$ cat src/sv/ged_pkg.sv
// shared constants, register codes and a helper for the grayscale erosion / dilation block
// no dependencies
`timescale 1ns / 1ps

package ged_pkg;

	localparam int PIX_W       = 8;
	localparam int FW_W        = 11;
	localparam int FH_W        = 13;
	localparam int MASK_W      = 49;
	localparam int MASK_SIDE   = 7;
	localparam int MASK_REACH  = 3;
	localparam int ADDR_W      = 5;
	localparam int DATA_W      = 64;
	localparam int HEIGHT_MAX  = 8191;
	localparam int DEF_MAX_WIDTH  = 1024;
	localparam int DEF_MAX_RADIUS = 3;

	localparam logic [FW_W-1:0]   FW_RESET   = FW_W'(1024);
	localparam logic [FH_W-1:0]   FH_RESET   = FH_W'(1024);
	localparam logic [MASK_W-1:0] MASK_RESET = MASK_W'(64'd2206334976);

	// register index, taken from paddr[4:3]
	typedef enum logic [1:0] {
		REG_WIDTH  = 2'd0,
		REG_HEIGHT = 2'd1,
		REG_MODE   = 2'd2,
		REG_MASK   = 2'd3
	} reg_idx_t;

	// min for erosion, max for dilation
	function automatic logic [PIX_W-1:0] pick(input logic [PIX_W-1:0] a,
		input logic [PIX_W-1:0] b, input logic dilate);
		logic [PIX_W-1:0] r;
		if (dilate) begin
			r = (b > a) ? b : a;
		end else begin
			r = (b < a) ? b : a;
		end
		return r;
	endfunction

endpackage

$ cat src/sv/ged_cell.sv
// one window cell: holds a pixel and hands it to the next cell on each shift
// depends on ged_pkg
`timescale 1ns / 1ps

module ged_cell (
	input  logic                      clk,
	input  logic                      arst_n,
	input  logic                      shift_en,
	input  logic [ged_pkg::PIX_W-1:0] din,
	output logic [ged_pkg::PIX_W-1:0] dout
);
	import ged_pkg::*;

	logic [PIX_W-1:0] pix_q;

	// pixel register
	always_ff @(posedge clk or negedge arst_n) begin
		if (!arst_n) begin
			pix_q <= '0;
		end else if (shift_en) begin
			pix_q <= din;
		end
	end

	assign dout = pix_q;

endmodule

$ cat config.mk
export PLATFORM = sky130hd
export DESIGN_NAME = ged_cell
export DESIGN_NICKNAME = d
export VERILOG_FILES = /design/src/sv/ged_pkg.sv /design/src/sv/ged_cell.sv
export SDC_FILE = /design/constraint.sdc
export NUM_CORES = 1
export LEC_CHECK = 0
export BUFFER_PORTS_ARGS = -buffer_cell sky130_fd_sc_hd__buf_4
export CAP_MARGIN = 0
export CORE_AREA = 2 2 39 41
export CTS_CLUSTER_SIZE = 28
export DETAILED_ROUTE_END_ITERATION = 7
export DIE_AREA = 0 0 41 43
export GPL_TIMING_DRIVEN = 1
export PLACE_DENSITY = 0.51
export SLEW_MARGIN = 10
export SYNTH_ARGS = -nofsm -noshare
export SYNTH_HDL_FRONTEND = slang
export SYNTH_SLANG_ARGS = --single-unit
$ cat constraint.sdc
create_clock -name clk -period 0.8 [get_ports clk]
set_clock_uncertainty 0.1 [all_clocks]
set_input_delay 0 -clock clk [delete_from_list [all_inputs] [get_ports clk]]
set_output_delay 0 -clock clk [all_outputs]
set_load 0.01 [all_outputs]
==> impl_metrics.ini <==
[run_status]
status = complete, but fails checks
violations = negative hold slack, negative setup slack

[floorplan]
fp.dieW_um = 41
core_area_um2 = 1380
die_y_um = 43
dieArea_um2 = 1760
initial_core_util = 0.240
row_count = 14
io-pin-count = 19

[setup_path]
cp.required_ps = 830
critical_path_class = reg2reg
endpoint_kind = register
cp_top_family = flip-flops
rrSetupSlack_ps = -80
arrival_ps = 910
slowest_stage = dfrtp_1
max_stage_delay_ps = 390
critical_path_buf_inv_count = 0
worstPathCellList = mux2_4
crit_fanout = 2
critPathLaunchType = register

[synthesis]
yosysSeqAreaShare = 0.604
yosys_warnings = 0
syn-cell-area_um2 = 332
synth_nets = 28
synth_top_family_by_area = multiplexers
synthSimpleGateAreaFrac = 0
synth_area_leaders = dfrtp_1, mux2_4, buf_6
synth.avg_cell_area_um2 = 19.5
synth_mux_area_frac = 0.362
synth_compound_area_frac = 0
synth_top_area_share = 0.604
synth_cell_types = 3
synthAdderAreaFrac = 0
syn_inst = 17
synth-seq-cells = 8
synth-xor-area-share = 0
yosysTopAreaCell = dfrtp_1

[place]
placed_cells = 50
pre_cts_ws_ps = -73.2
numPortBuffers = 18
place_congestion = 0.565

[final_layout]
final_cell_count_no_fill = 54
largest_register_ffs = 8
fillers = 144
area_growth_pct = 62.3
drive_above_1_share = 0.763
final_nets = 51
final_cell_mix = buf_4, mux2_4, dfrtp_1, buf_6, clkbuf_4
final_common_cell = buf_4
diodes = 0

[pwr]
power_switching_uw = 234
p_int_uw = 783
p_per_area_nw_per_um2 = 1890
pwr-share-clk = 0.298
switching_share = 0.230
irDropWorstVdd_uv = 619
p_comb_frac = 0.234
power_frac_seq = 0.468
power.total_mw = 1.02
p_leak_nw = 0.274

[clocking]
holdBufCountCts = 1
cts_htree_levels = 1
cts_num_sinks = 8
postCtsSetupRepairBufs = 0
tritoncts = done
clk_latency_ps = 250
clock_path_buffers = 2
clkTransAtPathRegs_ps = 60
clockRootBuffer = clkbuf_4
cts_buffers = 3

[detailed_routing]
finalWirelength_um = 697
drt-pass1-iter-count = 1
drc = 0
via_per_inst = 4.13
drt_iter0_drc = 0
wl_per_cell_um = 12.9
ant_nets = 0
vias = 223

[global_routing]
grtUsageMet2 = 0.150
top_usage_layer = met2
globalRouteOverflowTotal = 0
use_met1 = 0.116
grt_use_met3 = 0.0366
antenna_found_initial = 0
grt_pass1_vias = 269
grt_max_degree = 9
grt.total_usage = 0.100
grt_pass1_wl_um = 1150

[flow_run]
maxCapViolCount = 0

[sta]
hold_viol = 8
slew_violations = 0
worst_pin_slew_ps = 158
slew_headroom = 0.895
hold_ws_ps = -123
finalWorstPathRequiredPeriod_ps = 881
finalSetupViolCount = 16
rsz0062_at_grt = true
min_period_over_period = 1.10
setup_tns_ps = -1080
setup_slack_ps = -80.9
max_clock_freq_mhz = 1140

[worst_hold_path]
hp-class = in2reg
==> worst paths after layout <==
| kind | cells after the start | from | end |
|---|---|---|---|
| max in group asynchronous | 2 | arst_n | dout[6] |
| hold / removal | 2 | din[7] | dout[7] |
| setup reg to reg | 1 | dout[6] | dout[6] |
| hold reg to reg | 1 | dout[1] | dout[1] |
| setup / recovery | 1 | dout[6] | dout[6] |
| min in group asynchronous | 2 | arst_n | dout[0] |
==> cell families (layout without fill, tap and decap cells) <==
| family | Yosys count | after routing |
|---|---|---|
| buf+inv | 1 | 22 |
| flops | 8 | 8 |
| mux | 8 | 8 |
==> repair_timing <==
item / CTS / global route
endpoints found under the setup margin: 16 / 16
hold endpoints to repair: 16 / 8
resized for setup: 7 / 1
pin swaps: 0 / 0
==> power groups by stage <==
stage	Clock (mW)	Sequential (mW)	Combinational [mW]
after detailed placement	0	0.474	0.213
after CTS	0.318	0.475	0.239
after global placement	0	0.473	0.209
after floorplan	0	0.493	0.0796
final	0.303	0.476	0.238
after global routing	0.338	0.483	0.258
==> synthesized netlist by cell type <==
master / instances
buf_6: 1
dfrtp_1: 8
mux2_4: 8
==> area by class of cell <==
type	instances	area, um2	share of cell area
multi-input combinational	8	120	0.223
sequential	8	200	0.372
timing repair buffer	19	175	0.326
clock buffer	3	22.5	0.0419
tap	16	20.0	0.0372
==> metrics by stage <==
stage / util / area, um2
after floorplan: - / 332
after global placement: 0.344 / 475
after detailed placement: 0.344 / 475
after CTS: 0.386 / 534
after global routing: 0.389 / 538
final: 0.389 / 538
==> layer usage <==
metal,share of wire,vias up,wire (um)
met5,0,-,0
met3,0.085,0,59
met1,0.39,112,270
met2,0.53,10,366
li1,-,101,-
met4,0,0,0
(Power assumes the default switching activity.)
